### src/sv/jsv_pkg.sv
`default_nettype none

package jsv_pkg;

    typedef enum logic [3:0] {
        PH_LEAD      = 4'd0,
        PH_LIT_TRUE  = 4'd1,
        PH_LIT_FALSE = 4'd2,
        PH_LIT_NULL  = 4'd3,
        PH_MINUS     = 4'd4,
        PH_ZERO      = 4'd5,
        PH_INT       = 4'd6,
        PH_DOT       = 4'd7,
        PH_FRAC      = 4'd8,
        PH_EXP       = 4'd9,
        PH_EXP_SIGN  = 4'd10,
        PH_EXP_DIG   = 4'd11,
        PH_TRAIL     = 4'd12,
        PH_ERROR     = 4'd13
    } phase_t;

    typedef enum logic [1:0] {
        ST_OK           = 2'd0,
        ST_EXPECT       = 2'd1,
        ST_INVALID      = 2'd2,
        ST_NOT_SINGULAR = 2'd3
    } status_t;

    typedef enum logic [1:0] {
        KIND_NULL   = 2'd0,
        KIND_FALSE  = 2'd1,
        KIND_TRUE   = 2'd2,
        KIND_NUMBER = 2'd3
    } kind_t;

    typedef struct packed {
        status_t status;
        kind_t   kind;
    } scan_result_t;

    localparam logic [2:0] LEN_TRUE  = 3'd4;
    localparam logic [2:0] LEN_FALSE = 3'd5;
    localparam logic [2:0] LEN_NULL  = 3'd4;

    function automatic logic is_ws(input logic [7:0] b);
        is_ws = (b == 8'h20) || (b == 8'h09) || (b == 8'h0A) || (b == 8'h0D);
    endfunction

    function automatic logic is_digit(input logic [7:0] b);
        is_digit = (b >= 8'h30) && (b <= 8'h39);
    endfunction

    function automatic logic is_nonzero_digit(input logic [7:0] b);
        is_nonzero_digit = (b >= 8'h31) && (b <= 8'h39);
    endfunction

    function automatic logic [7:0] word_true(input logic [2:0] pos);
        unique case (pos)
            3'd0:    word_true = 8'h74;
            3'd1:    word_true = 8'h72;
            3'd2:    word_true = 8'h75;
            3'd3:    word_true = 8'h65;
            default: word_true = 8'h00;
        endcase
    endfunction

    function automatic logic [7:0] word_false(input logic [2:0] pos);
        unique case (pos)
            3'd0:    word_false = 8'h66;
            3'd1:    word_false = 8'h61;
            3'd2:    word_false = 8'h6C;
            3'd3:    word_false = 8'h73;
            3'd4:    word_false = 8'h65;
            default: word_false = 8'h00;
        endcase
    endfunction

    function automatic logic [7:0] word_null(input logic [2:0] pos);
        unique case (pos)
            3'd0:    word_null = 8'h6E;
            3'd1:    word_null = 8'h75;
            3'd2:    word_null = 8'h6C;
            3'd3:    word_null = 8'h6C;
            default: word_null = 8'h00;
        endcase
    endfunction

endpackage

`default_nettype wire

### src/sv/json_scalar_validator_top.sv
// Byte-serial checker for a JSON text whose root is a scalar (true, false, null or a number).
// Feed one character per item and close the text with an item that has end_of_text set; that
// item alone yields a result (parse_status, value_kind), after which the checker is back at
// its reset state for the next text. One item is taken per clock cycle: the character is
// latched in an input register and the scanner state is updated from it in the next cycle.
// The result enters an output register when the end marker leaves the input register, which
// happens once the output register is empty or its earlier result is being taken.
// Input stalls only when an end marker meets a result still waiting at the output.
`default_nettype none

module json_scalar_validator_top
    import jsv_pkg::*;
(
    input  wire logic       clk,
    input  wire logic       rst_n,
    input  wire logic       in_valid,
    output logic            in_ready,
    input  wire logic [7:0] text_byte,
    input  wire logic       end_of_text,
    output logic            out_valid,
    input  wire logic       out_ready,
    output logic [1:0]      parse_status,
    output logic [1:0]      value_kind
);

    logic         s1_valid_reg;
    logic         s1_valid_next;
    logic [7:0]   s1_byte_reg;
    logic         s1_eot_reg;
    logic         s1_fire;
    logic         in_fire;
    logic         out_valid_reg;
    logic         out_valid_next;
    scan_result_t out_data_reg;
    scan_result_t core_result;
    phase_t       core_phase;

    assign s1_fire  = s1_valid_reg && (!s1_eot_reg || !out_valid_reg || out_ready);
    assign in_ready = !s1_valid_reg || s1_fire;
    assign in_fire  = in_valid && in_ready;

    always_comb
    begin
        s1_valid_next = s1_valid_reg;
        if (in_fire)
            s1_valid_next = 1'b1;
        else if (s1_fire)
            s1_valid_next = 1'b0;

        out_valid_next = out_valid_reg;
        if (s1_fire && s1_eot_reg)
            out_valid_next = 1'b1;
        else if (out_ready)
            out_valid_next = 1'b0;
    end

    always_ff @(posedge clk or negedge rst_n)
    begin
        if (!rst_n)
        begin
            s1_valid_reg  <= 1'b0;
            out_valid_reg <= 1'b0;
        end
        else
        begin
            s1_valid_reg  <= s1_valid_next;
            out_valid_reg <= out_valid_next;
        end
    end

    // hold the item until it advances
    always_ff @(posedge clk)
    begin
        if (in_fire)
        begin
            s1_byte_reg <= text_byte;
            s1_eot_reg  <= end_of_text;
        end
        if (s1_fire && s1_eot_reg)
            out_data_reg <= core_result;
    end

    jsv_scan_core u_scan_core (
        .clk         (clk),
        .rst_n       (rst_n),
        .step_en     (s1_fire),
        .text_byte   (s1_byte_reg),
        .end_of_text (s1_eot_reg),
        .result      (core_result),
        .phase       (core_phase)
    );

    assign out_valid    = out_valid_reg;
    assign parse_status = out_data_reg.status;
    assign value_kind   = out_data_reg.kind;

    a_kind_only_when_ok: assert property (@(posedge clk) disable iff (!rst_n)
        out_valid |-> (parse_status == ST_OK) || (value_kind == KIND_NULL))
        else $error("value kind set on a failed parse");

    a_restart_after_end: assert property (@(posedge clk) disable iff (!rst_n)
        (s1_fire && s1_eot_reg) |=> (core_phase == PH_LEAD))
        else $error("scanner did not restart after end marker");

    a_stall_cause: assert property (@(posedge clk) disable iff (!rst_n)
        !in_ready |-> (s1_valid_reg && s1_eot_reg && out_valid_reg && !out_ready))
        else $error("input stalled without a waiting result");

    a_result_from_end: assert property (@(posedge clk) disable iff (!rst_n)
        (out_valid && !$past(out_valid)) |-> $past(s1_fire && s1_eot_reg))
        else $error("result raised without an end marker");

endmodule

`default_nettype wire

### src/sv/jsv_scan_core.sv
`default_nettype none

module jsv_scan_core
    import jsv_pkg::*;
(
    input  wire logic         clk,
    input  wire logic         rst_n,
    input  wire logic         step_en,
    input  wire logic [7:0]   text_byte,
    input  wire logic         end_of_text,
    output scan_result_t      result,
    output phase_t            phase
);

    phase_t     phase_reg;
    phase_t     phase_next;
    logic [2:0] pos_reg;
    logic [2:0] pos_next;
    status_t    status_reg;
    status_t    status_next;
    kind_t      kind_reg;
    kind_t      kind_next;

    logic [7:0] lit_char;
    logic [2:0] lit_len;
    kind_t      lit_kind;
    logic       lit_phase;
    logic [2:0] pos_inc;

    always_ff @(posedge clk or negedge rst_n)
    begin
        if (!rst_n)
        begin
            phase_reg  <= PH_LEAD;
            pos_reg    <= 3'd0;
            status_reg <= ST_OK;
            kind_reg   <= KIND_NULL;
        end
        else if (step_en)
        begin
            phase_reg  <= phase_next;
            pos_reg    <= pos_next;
            status_reg <= status_next;
            kind_reg   <= kind_next;
        end
    end

    always_comb
    begin
        lit_phase = 1'b1;
        unique case (phase_reg)
            PH_LIT_TRUE:
            begin
                lit_char = word_true(pos_reg);
                lit_len  = LEN_TRUE;
                lit_kind = KIND_TRUE;
            end
            PH_LIT_FALSE:
            begin
                lit_char = word_false(pos_reg);
                lit_len  = LEN_FALSE;
                lit_kind = KIND_FALSE;
            end
            PH_LIT_NULL:
            begin
                lit_char = word_null(pos_reg);
                lit_len  = LEN_NULL;
                lit_kind = KIND_NULL;
            end
            default:
            begin
                lit_char  = 8'h00;
                lit_len   = 3'd0;
                lit_kind  = KIND_NULL;
                lit_phase = 1'b0;
            end
        endcase
        pos_inc = pos_reg + 3'd1;
    end

    always_comb
    begin
        phase_next  = phase_reg;
        pos_next    = pos_reg;
        status_next = status_reg;
        kind_next   = kind_reg;
        result.kind = KIND_NULL;

        if (status_reg != ST_OK)
        begin
            result.status = status_reg;
        end
        else
        begin
            unique case (phase_reg)
                PH_LEAD:
                    result.status = ST_EXPECT;
                PH_ZERO, PH_INT, PH_FRAC, PH_EXP_DIG:
                begin
                    result.status = ST_OK;
                    result.kind   = KIND_NUMBER;
                end
                PH_TRAIL:
                begin
                    result.status = ST_OK;
                    result.kind   = kind_reg;
                end
                default:
                    result.status = ST_INVALID;
            endcase
        end

        if (end_of_text)
        begin
            phase_next  = PH_LEAD;
            pos_next    = 3'd0;
            status_next = ST_OK;
            kind_next   = KIND_NULL;
        end
        else if (lit_phase)
        begin
            if ((pos_reg >= lit_len) || (lit_char != text_byte))
            begin
                status_next = ST_INVALID;
                kind_next   = KIND_NULL;
                phase_next  = PH_ERROR;
            end
            else
            begin
                pos_next = pos_inc;
                if (pos_inc == lit_len)
                begin
                    kind_next  = lit_kind;
                    phase_next = PH_TRAIL;
                end
            end
        end
        else
        begin
            unique case (phase_reg)
                PH_LEAD:
                begin
                    if (!is_ws(text_byte))
                    begin
                        pos_next = 3'd1;
                        priority if (text_byte == 8'h74)
                            phase_next = PH_LIT_TRUE;
                        else if (text_byte == 8'h66)
                            phase_next = PH_LIT_FALSE;
                        else if (text_byte == 8'h6E)
                            phase_next = PH_LIT_NULL;
                        else
                        begin
                            pos_next  = 3'd0;
                            kind_next = KIND_NUMBER;
                            priority if (text_byte == 8'h2D)
                                phase_next = PH_MINUS;
                            else if (text_byte == 8'h30)
                                phase_next = PH_ZERO;
                            else if (is_nonzero_digit(text_byte))
                                phase_next = PH_INT;
                            else
                            begin
                                status_next = ST_INVALID;
                                kind_next   = KIND_NULL;
                                phase_next  = PH_ERROR;
                            end
                        end
                    end
                end
                PH_MINUS:
                begin
                    priority if (text_byte == 8'h30)
                        phase_next = PH_ZERO;
                    else if (is_nonzero_digit(text_byte))
                        phase_next = PH_INT;
                    else
                    begin
                        status_next = ST_INVALID;
                        kind_next   = KIND_NULL;
                        phase_next  = PH_ERROR;
                    end
                end
                PH_ZERO, PH_INT, PH_FRAC:
                begin
                    priority if ((phase_reg != PH_ZERO) && is_digit(text_byte))
                        phase_next = phase_reg;
                    else if ((phase_reg != PH_FRAC) && (text_byte == 8'h2E))
                        phase_next = PH_DOT;
                    else if ((text_byte == 8'h65) || (text_byte == 8'h45))
                        phase_next = PH_EXP;
                    else if (is_ws(text_byte))
                        phase_next = PH_TRAIL;
                    else
                    begin
                        status_next = ST_NOT_SINGULAR;
                        kind_next   = KIND_NULL;
                        phase_next  = PH_ERROR;
                    end
                end
                PH_DOT, PH_EXP_SIGN:
                begin
                    if (is_digit(text_byte))
                        phase_next = (phase_reg == PH_DOT) ? PH_FRAC : PH_EXP_DIG;
                    else
                    begin
                        status_next = ST_INVALID;
                        kind_next   = KIND_NULL;
                        phase_next  = PH_ERROR;
                    end
                end
                PH_EXP:
                begin
                    priority if ((text_byte == 8'h2B) || (text_byte == 8'h2D))
                        phase_next = PH_EXP_SIGN;
                    else if (is_digit(text_byte))
                        phase_next = PH_EXP_DIG;
                    else
                    begin
                        status_next = ST_INVALID;
                        kind_next   = KIND_NULL;
                        phase_next  = PH_ERROR;
                    end
                end
                PH_EXP_DIG, PH_TRAIL:
                begin
                    priority if ((phase_reg == PH_EXP_DIG) && is_digit(text_byte))
                        phase_next = PH_EXP_DIG;
                    else if (is_ws(text_byte))
                        phase_next = PH_TRAIL;
                    else
                    begin
                        status_next = ST_NOT_SINGULAR;
                        kind_next   = KIND_NULL;
                        phase_next  = PH_ERROR;
                    end
                end
                default:
                    phase_next = phase_reg;
            endcase
        end
    end

    assign phase = phase_reg;

endmodule

`default_nettype wire
### config.mk
export PLATFORM = sky130hd
export DESIGN_NAME = json_scalar_validator_top
export DESIGN_NICKNAME = d
export VERILOG_FILES = /design/src/sv/jsv_pkg.sv /design/src/sv/json_scalar_validator_top.sv /design/src/sv/jsv_scan_core.sv
export SDC_FILE = /design/constraint.sdc
export NUM_CORES = 1
export LEC_CHECK = 0
export BUFFER_PORTS_ARGS = -buffer_cell sky130_fd_sc_hd__buf_2
export CAP_MARGIN = 20
export CORE_UTILIZATION = 55
export DETAILED_ROUTE_END_ITERATION = 12
export GPL_TIMING_DRIVEN = 1
export PLACE_DENSITY = 0.74
export SLEW_MARGIN = 10
export SYNTH_ARGS = -nofsm -noshare
export SYNTH_HDL_FRONTEND = slang
export SYNTH_SLANG_ARGS = --single-unit
### constraint.sdc
create_clock -name clk -period 3.6 [get_ports clk]
set_input_delay 0.54 -clock clk [delete_from_list [all_inputs] [get_ports clk]]
set_output_delay 0.54 -clock clk [all_outputs]
set_load 0.05 [all_outputs]
==> Word-level counts from Yosys, hierarchy flattened <==
Index checks and enable logic that the tools add are counted.
{ "word_totals": {"regBits": 26, "latch_bits": 0, "ramBits": 0, "rom_bits": 0, "wordCells": 185, "memories": 0} }
{ "classes": {"addsub": 1, "multipliers": 0, "div_mod_pow": 0, "order_cmp": 4, "n_eq_ne": 49, "n_shift": 0, "n_mux": 82, "n_bitwise": 0, "n_reduce_logical": 39} }
{ "op_table": {"columns": ["op", "count"], "rows": [
  ["two-way mux 2 bit", 39],
  ["two-way mux 4 bit", 16],
  ["!= test 4 x 3 -> 1 bit, second input constant", 13],
  ["equality test 8 x 6 -> 1 bit, second input constant", 5],
  ["equality test 8 x 7 -> 1 bit, second input constant", 5],
  ["one-hot mux 7 bit (5 select lines)", 1],
  ["one-hot mux 7 bit (4 select lines)", 1],
  ["two-way mux 3 bit", 9],
  ["equality test 8 x 4 -> 1 bit, second input constant", 3],
  ["one-hot mux 2 bit (6 select lines)", 2],
  ["one-hot mux 4 bit (6 select lines)", 1],
  ["one-hot mux 8 bit (3 select lines)", 1],
  ["one-hot mux 7 bit (3 select lines)", 1],
  ["equality test 4 bit, second input constant", 5],
  ["equality test 4 x 3 -> 1 bit, second input constant", 4],
  [">= comparator 8 x 6 -> 1 bit, second input constant", 2],
  ["AND reduction 14 bit", 1],
  ["AND reduction 13 bit", 1],
  ["one-hot mux 2 bit (2 select lines)", 3],
  ["logical OR 1 bit", 9],
  ["equality test 4 x 2 -> 1 bit, second input constant", 2],
  ["less-or-equal comparator 8 x 6 -> 1 bit, second input constant", 1],
  ["logical AND 1 bit", 8],
  ["!= test 4 bit, second input constant", 2],
  ["24 further kinds", 40]
]} }

==> Depth between registers and ports, before layout <==
{ "logic_depth": {"word_depth": 12, "ltp_mapped": 11, "mapped_depth_nobuf": 9} }

==> Modules after synthesis <==
From an unflattened synthesis, not the netlist that was laid out.
{ "unflattened": {"hier_cells": 268, "area_unflattened_um2": 2349.8} }
{ "modules_own_cells": {"columns": ["module", "n_inst", "cells_per_inst", "area_per_inst_um2"], "rows": [
  ["jsv_scan_core", 1, 245, 1838.0],
  ["json_scalar_validator_top", 1, 23, 511.7]
]} }

==> Worst setup path before layout <==
Ideal clock, no wire load.
{ "synth_timing": {"path_kind": "register to register", "startpoint": "register u_scan_core.pos_reg[0]", "endpoint": "register u_scan_core.pos_reg[0]", "setup_time_ns": 0.080, "t_arrival_ns": 2.908, "setup_slack_ns": 0.612, "stages_incl_launch_ff": 11, "n_path_buf": 1, "synth_period_minus_slack_ns": 2.988, "cell_sequence": "dfrtp_1 > ha_1 > ha_1 > or4_1 > o2111ai_1 > and3_1 > o221ai_2 > or4_1 > clkbuf_2 > or4_1 > o211ai_2"} }
{ "synth_between": {"elab_chain_len": 8} }
{ "synth_rtl": {"columns": ["element", "line", "text"], "rows": [
  ["start, declared", "jsv_scan_core.sv:17", "logic [2:0] pos_reg;"],
  ["start signal, assigned", "jsv_scan_core.sv:42", "pos_reg <= pos_next;"],
  ["equality test 3 x 2 -> 1 bit", "jsv_pkg.sv:58, jsv_pkg.sv:68, jsv_pkg.sv:79", null],
  ["OR reduction 2 bit (no source line)", null, null],
  ["one-hot mux 7 bit (3 select lines)", "jsv_pkg.sv:79", "unique case (pos)"],
  ["one-hot mux 8 bit (3 select lines)", "jsv_scan_core.sv:51", "unique case (phase_reg)"],
  ["!= test 8 bit", "jsv_scan_core.sv:122", "if ((pos_reg >= lit_len) || (lit_char != text_byte))"],
  ["logical OR 1 bit", "jsv_scan_core.sv:122", null],
  ["!= test 3 bit (no source line)", null, null],
  ["AND reduction 4 bit (no source line)", null, null]
]} }
Several ways; a longest one is shown, not always the timed one. The select of a mux whose other input is x is not followed.
A chain may end at the register's enable or synchronous reset.

==> Worst setup path after layout <==
{ "layout_timing": {"startpoint": "register u_scan_core.phase_reg[0], in the netlist u_scan_core.phase[0]", "endpoint": "register u_scan_core.pos_reg[0]"} }
{ "layout_between": {"elab_chain_len": 7} }
{ "layout_rtl": {"columns": ["element", "line", "text"], "rows": [
  ["start, declared", "jsv_scan_core.sv:15", "phase_t phase_reg;"],
  ["start signal, assigned", "jsv_scan_core.sv:41", "phase_reg <= phase_next;"],
  ["equality test 4 x 1 -> 1 bit or equality test 4 x 2 -> 1 bit (tied branches)", "jsv_scan_core.sv:51", null],
  ["OR reduction 2 bit (no source line)", null, null],
  ["one-hot mux 3 bit (2 select lines)", "jsv_scan_core.sv:51", null],
  [">= comparator 3 bit", "jsv_scan_core.sv:122", null],
  ["logical OR 1 bit", "jsv_scan_core.sv:122", null],
  ["!= test 3 bit (no source line)", null, null],
  ["AND reduction 4 bit (no source line)", null, null]
]} }
Several ways; a longest one is shown, not always the timed one.

==> flow_summary.ini <==
[pwr]
power.internal_uw = 774
power.net_switching_uw = 725
clkPwrFrac = 0.114
p_sw_frac = 0.484
peakVddDrop_mv = 0.307
p_comb_frac = 0.581
power_density_nw_per_um2 = 592
power_mw = 1.50
power_frac_seq = 0.305
p_leak_nw = 0.949

[timing]
holdWs_ns = 0.144
final_hold_viol_count = 0
max_freq_mhz = 306
maxSlewViolCount = 0
setup_ws_ns = 0.335
rsz0062_at_grt = false
fin_crit_ns = 3.27
setup_viol = 0
tightest_slew_ns = 0.628
tns_ns = 0
min_period_over_period = 0.907
max_slew_margin = 0.571
skew_ns = 0.0107

[yosys]
syn_area_sq_um = 2380
synth_cell_types = 69
synth_largest_area_cell = edfxtp_1
synth.top_cell.area_share = 0.164
synth_fp_nets = 298
synth_warnings = 0
yosys-top-cells-area = edfxtp_1, dfrtp_1, a21oi_1, ha_1, clkbuf_1
synth_ff_type = edfxtp_1
synth_commonest_cells = a21oi_1, clkbuf_1, nor2_1
syn_area_per_cell_sq_um = 8.56
async_flop_share = 0.500
synthMostInstantiatedCell = a21oi_1
synth-edff-count = 13
netlist_instances = 278
ys_seq_area_frac = 0.301
ys_seq_elements = 26

[routing]
wl_per_cell_um = 19.0
drtIter0Drc = 206
antenna_left = 0
totalWireLength_um = 6350
drc = 0
drt-pass1-iter-count = 4
vias = 2277
via_per_inst = 6.80

[placement]
port_buffers = 18
pre_cts_slack_ns = 0.393
dp_hpwl_um = 4750
dpl_cell_area_sq_um = 2490
place.gp.congestion = 0.950
placed_cells = 331

[setup_path]
path_cells = nor4b_4, ha_1, inv_1, nand3_1, a211oi_1, o221ai_2, or4_1, or4_1, o211ai_2
cpMaxStageDelayCell = or4_1
crit_cells = 9
path_max_fanout = 12
required_ns = 3.80
cp_top_family = simple AND/OR/NAND/NOR gates
cp_common_cell = or4_1
cp.buffers_inverters = 1
crit_type = flop to flop
setup.worst_path.start_class = flop
cp.arrival_ns = 3.47
worstSetupEndpointType = flop
cpPeakStageDelay_ns = 0.66
reg2regPathDepth = 9

[grt]
track_usage = 0.305
overflow = 0
grt_pass1_vias = 2097
grt_start_max_net_pins = 21
antenna_found_initial = 0
grt_pass1_wl_um = 10400

[layout]
fin_cells = 335
fin_nets = 306
largest_reg_flops = 8
design_area_sq_um = 2530
post-route-util = 0.619
final_layout_size_suffix_gt1_frac = 0.137
syn_to_final_growth_pct = 6.36
antenna_cells = 0

[floorplanning]
dieWidth_um = 67.8
rows = 23
start_util = 0.582
boundaryPins = 19
fp.dieH_um = 67.8
die_area_sq_um = 4590
core_sq_um = 4090

[clock_tree]
cts_resized = 0
cts.sinks = 26
clkTransAtPathRegs_ns = 0.09
cts_tree = built
postCtsHoldBufs = 0
htreeDepth = 1
cts_buffer_depth = 2
clock_latency_ns = 0.28
post_cts_buffers = 0
cts_root_buf = clkbuf_8
numCtsBuffers = 3

[run_status]
outcome = completed

[worst_hold_path]
hold_class = input pin to asynchronous set/reset pin

[job]
maxCapViolCount = 0
[cell usage in the layout (no fill, tap or decap), types with 3 or more instances in the layout]
| master | Yosys | final |
|---|---|---|
| o221ai_1 | 3 | 3 |
| o41ai_1 | 3 | 3 |
| and2_1 | 4 | 4 |
| edfxtp_1 | 13 | 13 |
| a21o_1 | 5 | 5 |
| o21ai_0 | 11 | 11 |
| a211oi_1 | 6 | 6 |
| nand3_1 | 8 | 8 |
| dfrtp_1 | 13 | 13 |
| clkbuf_8 | 0 | 3 |
| o2111ai_1 | 4 | 4 |
| or3_1 | 3 | 3 |
| buf_2 | 3 | 18 |
| mux2_1 | 5 | 5 |
| nor3b_1 | 4 | 4 |
| nor2b_1 | 8 | 8 |
| a21oi_1 | 18 | 18 |
| and3_1 | 4 | 4 |
| ha_1 | 7 | 7 |
| nor3_1 | 9 | 9 |
| buf_4 | 0 | 8 |
| nand4_1 | 5 | 5 |
| inv_1 | 12 | 12 |
| o21a_1 | 6 | 6 |
| nor2_1 | 16 | 16 |
| or4_1 | 7 | 7 |
| nand2b_1 | 9 | 9 |
| o22ai_1 | 5 | 5 |
| nand2_1 | 15 | 15 |
| o211ai_1 | 5 | 5 |
[metal layers]
metal,wire length (um),vias to the layer above,part of all wire,GRT usage
met2,2940,103,0.46,0.473
li1,-,1091,-,-
met5,0,-,0,0
met3,386,14,0.061,0.0338
met4,131,0,0.021,0.115
met1,2890,1069,0.46,0.434
[power by group through the flow]
stage                     logic [mW]  clock network (mW)  registers [mW]
after CTS                      0.851               0.179           0.454
final                          0.871               0.172           0.457
after detailed placement       0.847                   0           0.460
after floorplan                0.673                   0           0.431
after global placement         0.847                   0           0.458
after global routing           0.945               0.184           0.468
[layout make-up]
class / instances / area (sq um)
fillers: 370 / 1560
well taps: 50 / 62.6
repair buffers: 26 / 150
multi-input cells: 217 / 1510
flip-flops and latches: 26 / 716
clock buffers: 4 / 45.0
inverters: 12 / 45.0
[worst paths after layout]
| kind | slack, ns | from | endpoint |
|---|---|---|---|
| max in group asynchronous | 3.20 | rst_n | u_scan_core.phase[2] |
| setup / recovery | 0.33 | u_scan_core.phase[0] | u_scan_core.pos_reg[0] |
| min in group clk | 0.43 | text_byte[4] | s1_byte_reg[4] |
| setup reg to reg | 0.33 | u_scan_core.phase[0] | u_scan_core.pos_reg[0] |
| hold / removal | 0.14 | rst_n | u_scan_core.pos_reg[2] |
| hold reg to reg | 0.50 | u_scan_core.kind_reg[0] | u_scan_core.kind_reg[0] |
[logic make-up after synthesis]
group / after synthesis / share of synthesized area
compound gates: 94 / 0.295
xor+xnor: 3 / 0.0110
fa+ha+maj: 8 / 0.0410
buf+inv: 35 / 0.0636
flops: 26 / 0.301
mux: 5 / 0.0237
simple gates: 107 / 0.265
No activity file was read; power rests on OpenSTA's default activity.
